`config.mk`:
```
export PLATFORM = sky130hd
export DESIGN_NAME = date_string_to_bcd_time
export DESIGN_NICKNAME = d
export VERILOG_FILES = /design/src/dsbt_pkg.sv /design/src/dsbt_front.sv /design/src/dsbt_queue.sv /design/src/dsbt_back.sv /design/src/date_string_to_bcd_time.sv
export SDC_FILE = /design/constraint.sdc
export NUM_CORES = 2
export LEC_CHECK = 0
export BUFFER_PORTS_ARGS = -buffer_cell sky130_fd_sc_hd__clkbuf_2
export CAP_MARGIN = 20
export CORE_UTILIZATION = 30
export CTS_CLUSTER_DIAMETER = 80
export DETAILED_ROUTE_END_ITERATION = 8
export GPL_TIMING_DRIVEN = 0
export PLACE_DENSITY = 0.55
export SLEW_MARGIN = 30
export SYNTH_ARGS = -nofsm -noshare
export SYNTH_HDL_FRONTEND = slang
export SYNTH_SLANG_ARGS = --single-unit
```
`constraint.sdc`:
```
create_clock -name clk -period 10.45 [get_ports clk]
set_input_delay 0.5225 -clock clk [delete_from_list [all_inputs] [get_ports clk]]
set_output_delay 0.5225 -clock clk [all_outputs]
set_load 0.005 [all_outputs]
```
`src/dsbt_pkg.sv`:
```
// Shared types, constants and helper functions for the date string decoder.
`default_nettype none

package dsbt_pkg;

    localparam int MAX_CHARS_DEFAULT = 32;

    // Highest character position any layout reads is 30, so only 31 are kept.
    localparam int CAPTURE_LEN = 31;

    localparam int QUEUE_DEPTH = 2;

    // Configuration register map
    localparam int ADDR_W = 1;
    localparam logic [ADDR_W-1:0] REG_FORMAT_ADDR = 1'b0;

    localparam logic FMT_ISO  = 1'b0;
    localparam logic FMT_HTTP = 1'b1;

    // One decoded string as handed from the front end to the back end.
    typedef struct packed {
        logic       is_http;
        logic [7:0] yr_a;
        logic [7:0] yr_b;
        logic [7:0] mo_a;
        logic [7:0] mo_b;
        logic [3:0] mo_code;
        logic [2:0] wd_code;
        logic [7:0] dy_a;
        logic [7:0] dy_b;
        logic [7:0] hr_a;
        logic [7:0] hr_b;
        logic [7:0] mi_a;
        logic [7:0] mi_b;
        logic [7:0] se_a;
        logic [7:0] se_b;
    } entry_t;

    typedef struct packed {
        logic       neg;
        logic [7:0] val;
    } pair_t;

    function automatic logic is_digit(input logic [7:0] c);
        return (c >= 8'h30) && (c <= 8'h39);
    endfunction

    function automatic logic is_space(input logic [7:0] c);
        return (c == 8'h20) || ((c >= 8'h09) && (c <= 8'h0D));
    endfunction

    // Two-character number as atoi reads it, kept mod 256.
    function automatic pair_t pair_val(input logic [7:0] a, input logic [7:0] b);
        pair_t      p;
        logic [7:0] da;
        logic [7:0] db;
        da = a - 8'h30;
        db = b - 8'h30;
        p.neg = 1'b0;
        p.val = 8'h00;
        if (is_space(a))
        begin
            if (is_digit(b))
            begin
                p.val = db;
            end
        end
        else if (is_digit(a))
        begin
            if (is_digit(b))
            begin
                p.val = 8'((da << 3) + (da << 1) + db);
            end
            else
            begin
                p.val = da;
            end
        end
        else if (a == 8'h2B && is_digit(b))
        begin
            p.val = db;
        end
        else if (a == 8'h2D && is_digit(b))
        begin
            p.val = 8'h00 - db;
            p.neg = (db != 8'h00);
        end
        return p;
    endfunction

    // Binary to BCD; tens digit kept mod 16. d/10 via reciprocal 205/2048.
    function automatic logic [7:0] to_bcd(input logic [7:0] d);
        logic [15:0] prod;
        logic [4:0]  q;
        logic [7:0]  r;
        prod = 16'(d) * 16'd205;
        q = prod[15:11];
        r = d - 8'((q << 3) + (q << 1));
        return {q[3:0], r[3:0]};
    endfunction

endpackage

`default_nettype wire

```
`src/dsbt_front.sv`:
```
// Front end: captures characters by position and classifies the finished string.
`default_nettype none

module dsbt_front #(
    parameter int MAX_CHARS = dsbt_pkg::MAX_CHARS_DEFAULT
) (
    input  logic                clk,
    input  logic                rst_n,
    input  logic                in_valid,
    output logic                in_ready,
    input  logic [7:0]          char_byte,
    input  logic                start_of_string,
    input  logic                end_of_string,
    input  logic                format_select,
    input  logic                q_full,
    output logic                push,
    output dsbt_pkg::entry_t    entry
);

    localparam int PW = $clog2(MAX_CHARS + 1);
    localparam int HTTP_PREFIX = 6;

    logic [7:0]                       store_reg [dsbt_pkg::CAPTURE_LEN];
    logic [dsbt_pkg::CAPTURE_LEN-1:0] valid_reg;
    logic [dsbt_pkg::CAPTURE_LEN-1:0] valid_next;
    logic [PW-1:0]                    pos_reg;
    logic [PW-1:0]                    pos_next;
    logic [PW-1:0]                    pos_eff;
    logic                             wr_en;
    logic                             accept;
    logic [7:0]                       snap [dsbt_pkg::CAPTURE_LEN];
    logic [7:0]                       h [25];
    logic                             has_prefix;

    // Only a final character needs a queue slot.
    assign in_ready = !end_of_string || !q_full;
    assign accept   = in_valid && in_ready;
    assign push     = accept && end_of_string;

    assign pos_eff = start_of_string ? '0 : pos_reg;
    assign wr_en   = (pos_eff < PW'(MAX_CHARS));

    // Store contents as they stand once this character is captured.
    always_comb
    begin
        for (int i = 0; i < dsbt_pkg::CAPTURE_LEN; i++)
        begin
            if (wr_en && pos_eff == PW'(i))
            begin
                snap[i] = char_byte;
            end
            else if (start_of_string || !valid_reg[i])
            begin
                snap[i] = 8'h00;
            end
            else
            begin
                snap[i] = store_reg[i];
            end
        end
    end

    always_comb
    begin
        for (int i = 0; i < dsbt_pkg::CAPTURE_LEN; i++)
        begin
            valid_next[i] = !end_of_string &&
                            ((!start_of_string && valid_reg[i]) ||
                             (wr_en && pos_eff == PW'(i)));
        end
        if (end_of_string)
        begin
            pos_next = '0;
        end
        else
        begin
            pos_next = pos_eff + PW'(wr_en);
        end
    end

    always_ff @(posedge clk or negedge rst_n)
    begin
        if (!rst_n)
        begin
            valid_reg <= '0;
            pos_reg   <= '0;
        end
        else if (accept)
        begin
            valid_reg <= valid_next;
            pos_reg   <= pos_next;
        end
    end

    always_ff @(posedge clk)
    begin
        for (int i = 0; i < dsbt_pkg::CAPTURE_LEN; i++)
        begin
            if (accept && wr_en && pos_eff == PW'(i))
            begin
                store_reg[i] <= char_byte;
            end
        end
    end

    // HTTP layout, shifted past an optional "Date: " prefix.
    assign has_prefix = (snap[0] == 8'h44);

    always_comb
    begin
        for (int i = 0; i < 25; i++)
        begin
            h[i] = has_prefix ? snap[i + HTTP_PREFIX] : snap[i];
        end
    end

    always_comb
    begin
        entry.is_http = (format_select == dsbt_pkg::FMT_HTTP);

        case (h[0])
            8'h54:   entry.wd_code = (h[1] == 8'h75) ? 3'd2 : 3'd4;
            8'h53:   entry.wd_code = (h[1] == 8'h61) ? 3'd6 : 3'd0;
            8'h4D:   entry.wd_code = 3'd1;
            8'h57:   entry.wd_code = 3'd3;
            default: entry.wd_code = 3'd5;
        endcase

        case (h[8])
            8'h4A:
            begin
                if (h[9] == 8'h61)
                begin
                    entry.mo_code = 4'd1;
                end
                else
                begin
                    entry.mo_code = (h[10] == 8'h6E) ? 4'd6 : 4'd7;
                end
            end
            8'h46:   entry.mo_code = 4'd2;
            8'h4D:   entry.mo_code = (h[10] == 8'h72) ? 4'd3 : 4'd5;
            8'h41:   entry.mo_code = (h[9] == 8'h70) ? 4'd4 : 4'd8;
            8'h53:   entry.mo_code = 4'd9;
            8'h4F:   entry.mo_code = 4'd10;
            8'h4E:   entry.mo_code = 4'd11;
            default: entry.mo_code = 4'd12;
        endcase

        entry.mo_a = snap[5];
        entry.mo_b = snap[6];

        if (entry.is_http)
        begin
            entry.yr_a = h[14];
            entry.yr_b = h[15];
            entry.dy_a = h[5];
            entry.dy_b = h[6];
            entry.hr_a = h[17];
            entry.hr_b = h[18];
            entry.mi_a = h[20];
            entry.mi_b = h[21];
            entry.se_a = h[23];
            entry.se_b = h[24];
        end
        else
        begin
            entry.yr_a = snap[2];
            entry.yr_b = snap[3];
            entry.dy_a = snap[8];
            entry.dy_b = snap[9];
            entry.hr_a = snap[11];
            entry.hr_b = snap[12];
            entry.mi_a = snap[14];
            entry.mi_b = snap[15];
            entry.se_a = snap[17];
            entry.se_b = snap[18];
        end
    end

endmodule

`default_nettype wire

```
`src/dsbt_queue.sv`:
```
// Small FIFO between the front end and the back end.
`default_nettype none

module dsbt_queue (
    input  logic             clk,
    input  logic             rst_n,
    input  logic             push,
    input  dsbt_pkg::entry_t push_data,
    output logic             full,
    input  logic             pop,
    output logic             not_empty,
    output dsbt_pkg::entry_t head
);

    localparam int AW = $clog2(dsbt_pkg::QUEUE_DEPTH);
    localparam int CW = $clog2(dsbt_pkg::QUEUE_DEPTH + 1);

    dsbt_pkg::entry_t mem [dsbt_pkg::QUEUE_DEPTH];
    logic [AW-1:0]    wr_ptr_reg;
    logic [AW-1:0]    rd_ptr_reg;
    logic [CW-1:0]    count_reg;
    logic [AW-1:0]    wr_ptr_next;
    logic [AW-1:0]    rd_ptr_next;
    logic [CW-1:0]    count_next;

    assign full      = (count_reg == CW'(dsbt_pkg::QUEUE_DEPTH));
    assign not_empty = (count_reg != '0);
    assign head      = mem[rd_ptr_reg];

    always_comb
    begin
        wr_ptr_next = wr_ptr_reg;
        rd_ptr_next = rd_ptr_reg;
        count_next  = count_reg;
        if (push)
        begin
            wr_ptr_next = (wr_ptr_reg == AW'(dsbt_pkg::QUEUE_DEPTH - 1)) ? '0 : wr_ptr_reg + 1'b1;
        end
        if (pop)
        begin
            rd_ptr_next = (rd_ptr_reg == AW'(dsbt_pkg::QUEUE_DEPTH - 1)) ? '0 : rd_ptr_reg + 1'b1;
        end
        if (push && !pop)
        begin
            count_next = count_reg + 1'b1;
        end
        else if (pop && !push)
        begin
            count_next = count_reg - 1'b1;
        end
    end

    always_ff @(posedge clk or negedge rst_n)
    begin
        if (!rst_n)
        begin
            wr_ptr_reg <= '0;
            rd_ptr_reg <= '0;
            count_reg  <= '0;
        end
        else
        begin
            wr_ptr_reg <= wr_ptr_next;
            rd_ptr_reg <= rd_ptr_next;
            count_reg  <= count_next;
        end
    end

    always_ff @(posedge clk)
    begin
        if (push)
        begin
            mem[wr_ptr_reg] <= push_data;
        end
    end

endmodule

`default_nettype wire

```
`src/dsbt_back.sv`:
```
// Back end: range-checks the fields in order, updates the BCD time store, holds the result.
`default_nettype none

module dsbt_back (
    input  logic             clk,
    input  logic             rst_n,
    input  logic             q_not_empty,
    input  dsbt_pkg::entry_t head,
    output logic             pop,
    output logic             out_valid,
    input  logic             out_ready,
    output logic [7:0]       year_bcd,
    output logic [7:0]       month_bcd,
    output logic [7:0]       day_bcd,
    output logic [7:0]       weekday,
    output logic [7:0]       hour_bcd,
    output logic [7:0]       minute_bcd,
    output logic [7:0]       second_bcd,
    output logic [7:0]       hundredth_bcd,
    output logic             ok
);

    dsbt_pkg::pair_t yr_p;
    dsbt_pkg::pair_t mo_p;
    dsbt_pkg::pair_t dy_p;
    dsbt_pkg::pair_t hr_p;
    dsbt_pkg::pair_t mi_p;
    dsbt_pkg::pair_t se_p;
    logic [7:0]      mo_val;
    logic [7:0]      dy_val;
    logic [7:0]      wd_val;
    logic [7:0]      hr_val;
    logic [7:0]      mi_val;
    logic [7:0]      se_val;
    logic [6:0]      pass;

    logic [7:0] year_reg;
    logic [7:0] month_reg;
    logic [7:0] day_reg;
    logic [7:0] wd_reg;
    logic [7:0] hour_reg;
    logic [7:0] min_reg;
    logic [7:0] sec_reg;
    logic       ok_reg;
    logic       out_valid_reg;

    // The time store only changes on a pop, so it doubles as the output register.
    assign pop = q_not_empty && (!out_valid_reg || out_ready);

    always_comb
    begin
        yr_p   = dsbt_pkg::pair_val(head.yr_a, head.yr_b);
        mo_p   = dsbt_pkg::pair_val(head.mo_a, head.mo_b);
        dy_p   = dsbt_pkg::pair_val(head.dy_a, head.dy_b);
        hr_p   = dsbt_pkg::pair_val(head.hr_a, head.hr_b);
        mi_p   = dsbt_pkg::pair_val(head.mi_a, head.mi_b);
        se_p   = dsbt_pkg::pair_val(head.se_a, head.se_b);
        mo_val = head.is_http ? {4'h0, head.mo_code} : mo_p.val;
        wd_val = head.is_http ? {5'h00, head.wd_code} : 8'h00;
        dy_val = dy_p.val;
        hr_val = hr_p.val;
        mi_val = mi_p.val;
        se_val = se_p.val;

        // Checking stops at the first field out of range.
        pass[0] = !(head.is_http && yr_p.neg);
        pass[1] = pass[0] && (mo_val inside {[8'd1:8'd12]});
        pass[2] = pass[1] && (dy_val inside {[8'd1:8'd31]});
        pass[3] = pass[2] && (wd_val <= 8'd6);
        pass[4] = pass[3] && (hr_val <= 8'd23);
        pass[5] = pass[4] && (mi_val <= 8'd59);
        pass[6] = pass[5] && (se_val <= 8'd59);
    end

    always_ff @(posedge clk or negedge rst_n)
    begin
        if (!rst_n)
        begin
            year_reg      <= '0;
            month_reg     <= '0;
            day_reg       <= '0;
            wd_reg        <= '0;
            hour_reg      <= '0;
            min_reg       <= '0;
            sec_reg       <= '0;
            ok_reg        <= 1'b0;
            out_valid_reg <= 1'b0;
        end
        else
        begin
            if (pop)
            begin
                if (pass[0]) year_reg  <= dsbt_pkg::to_bcd(yr_p.val);
                if (pass[1]) month_reg <= dsbt_pkg::to_bcd(mo_val);
                if (pass[2]) day_reg   <= dsbt_pkg::to_bcd(dy_val);
                if (pass[3]) wd_reg    <= wd_val;
                if (pass[4]) hour_reg  <= dsbt_pkg::to_bcd(hr_val);
                if (pass[5]) min_reg   <= dsbt_pkg::to_bcd(mi_val);
                if (pass[6]) sec_reg   <= dsbt_pkg::to_bcd(se_val);
                ok_reg        <= pass[6];
                out_valid_reg <= 1'b1;
            end
            else if (out_ready)
            begin
                out_valid_reg <= 1'b0;
            end
        end
    end

    assign out_valid     = out_valid_reg;
    assign year_bcd      = year_reg;
    assign month_bcd     = month_reg;
    assign day_bcd       = day_reg;
    assign weekday       = wd_reg;
    assign hour_bcd      = hour_reg;
    assign minute_bcd    = min_reg;
    assign second_bcd    = sec_reg;
    // Hundredths are only ever written with zero.
    assign hundredth_bcd = 8'h00;
    assign ok            = ok_reg;

endmodule

`default_nettype wire

```
`src/date_string_to_bcd_time.sv`:
```
// Top level of the date string to BCD time decoder.
`default_nettype none

// Takes one character of a fixed-layout date string per transfer (ISO 8601
// or HTTP date, chosen by format_select at address 0) and, on the character
// marked end_of_string, decodes it into BCD time fields plus an ok flag.
// One character is taken every cycle unless the input stalls; after the last
// character transfers, out_valid rises via a two-entry queue and the result
// register of the back end. The input stalls only on a final character while
// that queue is full. A new string may follow its predecessor with no gap.
// Characters past MAX_CHARS are dropped; only the first 31 are ever decoded.
module date_string_to_bcd_time #(
    parameter int MAX_CHARS = dsbt_pkg::MAX_CHARS_DEFAULT
) (
    input  logic                        clk,
    input  logic                        rst_n,
    input  logic                        psel,
    input  logic                        penable,
    input  logic                        pwrite,
    input  logic [dsbt_pkg::ADDR_W-1:0] paddr,
    input  logic [31:0]                 pwdata,
    output logic [31:0]                 prdata,
    output logic                        pready,
    input  logic                        in_valid,
    output logic                        in_ready,
    input  logic [7:0]                  char_byte,
    input  logic                        start_of_string,
    input  logic                        end_of_string,
    output logic                        out_valid,
    input  logic                        out_ready,
    output logic [7:0]                  year_bcd,
    output logic [7:0]                  month_bcd,
    output logic [7:0]                  day_bcd,
    output logic [7:0]                  weekday,
    output logic [7:0]                  hour_bcd,
    output logic [7:0]                  minute_bcd,
    output logic [7:0]                  second_bcd,
    output logic [7:0]                  hundredth_bcd,
    output logic                        ok
);

    logic             fmt_reg;
    logic             q_full;
    logic             q_not_empty;
    logic             push;
    logic             pop;
    dsbt_pkg::entry_t entry;
    dsbt_pkg::entry_t head;

    assign pready = 1'b1;

    always_ff @(posedge clk or negedge rst_n)
    begin
        if (!rst_n)
        begin
            fmt_reg <= dsbt_pkg::FMT_ISO;
        end
        else if (psel && penable && pwrite && paddr == dsbt_pkg::REG_FORMAT_ADDR)
        begin
            fmt_reg <= pwdata[0];
        end
    end

    assign prdata = (paddr == dsbt_pkg::REG_FORMAT_ADDR) ? {31'h0, fmt_reg} : 32'h0;

    dsbt_front #(
        .MAX_CHARS(MAX_CHARS)
    ) u_front (
        .clk            (clk),
        .rst_n          (rst_n),
        .in_valid       (in_valid),
        .in_ready       (in_ready),
        .char_byte      (char_byte),
        .start_of_string(start_of_string),
        .end_of_string  (end_of_string),
        .format_select  (fmt_reg),
        .q_full         (q_full),
        .push           (push),
        .entry          (entry)
    );

    dsbt_queue u_queue (
        .clk      (clk),
        .rst_n    (rst_n),
        .push     (push),
        .push_data(entry),
        .full     (q_full),
        .pop      (pop),
        .not_empty(q_not_empty),
        .head     (head)
    );

    dsbt_back u_back (
        .clk          (clk),
        .rst_n        (rst_n),
        .q_not_empty  (q_not_empty),
        .head         (head),
        .pop          (pop),
        .out_valid    (out_valid),
        .out_ready    (out_ready),
        .year_bcd     (year_bcd),
        .month_bcd    (month_bcd),
        .day_bcd      (day_bcd),
        .weekday      (weekday),
        .hour_bcd     (hour_bcd),
        .minute_bcd   (minute_bcd),
        .second_bcd   (second_bcd),
        .hundredth_bcd(hundredth_bcd),
        .ok           (ok)
    );

endmodule

`default_nettype wire

```
==> flow_summary.ini <==
[yosys]
syn_avg_cell_area_sq_um = 10.0
yosys.area.top_type = edfxtp_1
synth.yosys.seq_area_share_pct = 39.8
synth.distinct_cells = 106
ys_top_cells_by_count = edfxtp_1 (408), ha_1 (365), inv_1 (358), nand2_1 (267), o21ai_0 (241)
syn-instance-count = 3637
synth_top_area_share_pct = 33.6
netlist_top_cells_area = edfxtp_1 (34%), ha_1 (13%), dfrtp_1 (6.1%)
synthArstFlopShare_pct = 17.9
netlist_area_sq_um = 36400
synth-warning-count = 0
ys_ff_latch = 497
yosys_most_used_dff = edfxtp_1
synth_most_common_cell = edfxtp_1
synth_edf_count = 408

[status]
status = finished, final reports clean

[drt]
wire_per_inst_microns = 21.1
ant_nets = 0
num_vias = 28500
drt_iter0_drc = 2624
drt_wl_total_microns = 116000
via_per_inst = 5.19
drc = 0
first_pass_iters = 6

[job]
drv_cap = 0

[layout]
syn_to_final_growth_pct = 14.1
largest_reg_flops = 208
fillerInstances = 12100
final_cells = 5487
final_nets = 4336
drive_gt1_share_pct = 10.3

[worst_setup_path]
critical_path_buf_inv_count = 14
path_depth = 40
critical_path.top_delay_family = adder cells
path_max_fanout = 10
worstSetupPathType = flip-flop to flip-flop
cp.arrival_ps = 10530
cp-start-kind = flip-flop
cp.required_ps = 10990
crit_path_frequent_cell = buf_6
critPathSlowestCell = fa_1
r2r_cells = 40
crit_path_end_kind = flip-flop
slowest_delay_ps = 480

[sta]
fin_tns_setup_ps = 0
slew_headroom_pct = 29.8
hold_ws_ps = 110
worstMarginPinSlew_ps = 1040
maxClockFrequency_mhz = 100
fin_ws_ps = 464
setup_viol = 0
rsz0062_at_grt = no
maxSlewViolCount = 0
hold_viol = 0
fin_crit_ps = 9990
final.period_utilization_pct = 95.6
clock_skew_ps = 51.1

[global_route]
antenna_found_initial = 5
met3_usage_pct = 2.58
grt_pass1_wl_microns = 173000
grt_pass1_vias = 27300
grt.overflow.total = 0
grt_max_degree = 46
top_usage_layer = met2
use_met1_pct = 26.6
grt_util_met2_pct = 29.3
track_usage_pct = 18.6

[clock_tree]
cts.clk_slew.worst_paths_ps = 60
h-tree-depth = 2
cts_tree = yes
clock_sinks = 497
cts_made_buffers = 57
clockBufferDepth = 3
cts_root_buf = clkbuf_16
clock_latency_ps = 680

[die]
rows = 127
core_sq_um = 120000
io_pins = 150
dieArea_sq_um = 123000
initial_core_util_pct = 30.3
fp.dieH_microns = 350
die_w_microns = 350

[place]
dp_cells = 5376
place_ws_ps = -1330
dp_hpwl_microns = 88300
place_congestion = 0.989
port_buffers = 73

[hold_path]
hold_path_depth = 2
min_path_type = input port to flip-flop

[pwr]
power.leakage_nw = 17.5
irDropWorstVdd_v = 0.000121
p_per_area_nw_per_um2 = 213
==> cell usage in the layout (no fill, tap or decap), types with 14 or more instances in the layout <==
cell       instances
nor3_1            55
ha_1             364
clkbuf_16         57
and3_1            70
nand3_1          199
a21oi_1          188
inv_1            358
buf_1             14
mux2_2            40
clkbuf_2          67
fa_1              96
buf_4             53
a211oi_1          39
xor2_1            41
dfrtp_1           89
nand2_1          267
o211ai_1          80
nor2_1           188
xnor2_1          113
nand4_1           24
o21ai_0          233
or2_2             17
or3_1             14
clkbuf_1         112
a31oi_1           25
nor3b_1           31
conb_1            45
and2_1            15
mux2i_1           79
edfxtp_1         408
nor2b_1           40
a21o_1            41
nand2b_1          18
o21ai_1           20
==> layout make-up <==
class                   instances  area [sq um]  share of cell area, %
diodes                          1          2.50                0.00602
well taps                    1612          2020                   4.86
flip-flops and latches        497         14500                   34.9
repair buffers                 88           677                   1.63
multi-input cells            2626         20000                   48.2
clock inverters                39           425                   1.02
clock buffers                  69          1540                   3.71
plain buffers                 192          1030                   2.47
inverters                     363          1360                   3.28
==> routing by layer <==
layer  vias to the layer above  share of wire [%]
met4                         2                2.8
met1                     13800                 45
met2                      1038                 44
met3                       184                7.4
met5                         -              0.016
li1                      13400                  -
==> metrics by stage <==
| stage | util, % | total power, mW | area [sq um] |
|---|---|---|---|
| 4_1_cts | 34.4 | 8.91 | 41400 |
| 2_1_floorplan | - | 5.55 | 36600 |
| 3_3_place_gp | 32.4 | 6.70 | 39000 |
| 6_report | 34.6 | 8.86 | 41500 |
| 5_1_grt | 34.6 | 9.51 | 41500 |
| 3_5_place_dp | 32.7 | 6.76 | 39300 |
==> power by group <==
part	switching (mW)	internal (mW)
registers	0.105	2.36
clock network	0.879	1.21
logic	2.58	1.73
total	3.56	5.30
==> what timing repair did <==
action                     in CTS  in global routing
resized for setup              29                 25
cloned                          0                  0
setup endpoints to repair      22                  7
hold endpoints to repair       44                  0
buffers inserted                0                  3
hold buffers                    1                  0
==> path summary, 6_finish.rpt <==
path,start,end,slack (ps)
min in group asynchronous,rst_n,u_front.valid_reg[23]$_DFFE_PN0P_,390
max in group asynchronous,rst_n,u_back.hour_bcd[3]$_DFFE_PN0P_,9350
max reg2reg,u_queue.rd_ptr_reg$_DFFE_PN0P_,u_back.year_bcd[3]$_DFFE_PN0P_,460
min,pwdata[0],fmt_reg$_DFFE_PN0P_,110
max,u_queue.rd_ptr_reg$_DFFE_PN0P_,u_back.year_bcd[3]$_DFFE_PN0P_,460
min reg2reg,u_back.ok$_DFFE_PN0P_,u_back.ok$_DFFE_PN0P_,470
==> cells by family (layout without fill, tap and decap cells) <==
| family | after synthesis | in the layout | synth area share [%] |
|---|---|---|---|
| compound gates | 809 | 809 | 14.2 |
| buf+inv | 557 | 751 | 6.43 |
| fa+ha+maj | 461 | 461 | 17.8 |
| other cells | 2 | 46 | 0.0206 |
| flops | 497 | 497 | 39.8 |
| simple gates | 1016 | 1016 | 13.9 |
| mux | 138 | 138 | 4.05 |
| xor+xnor | 157 | 157 | 3.81 |
Note: power is estimated with default switching activity, not from simulation.
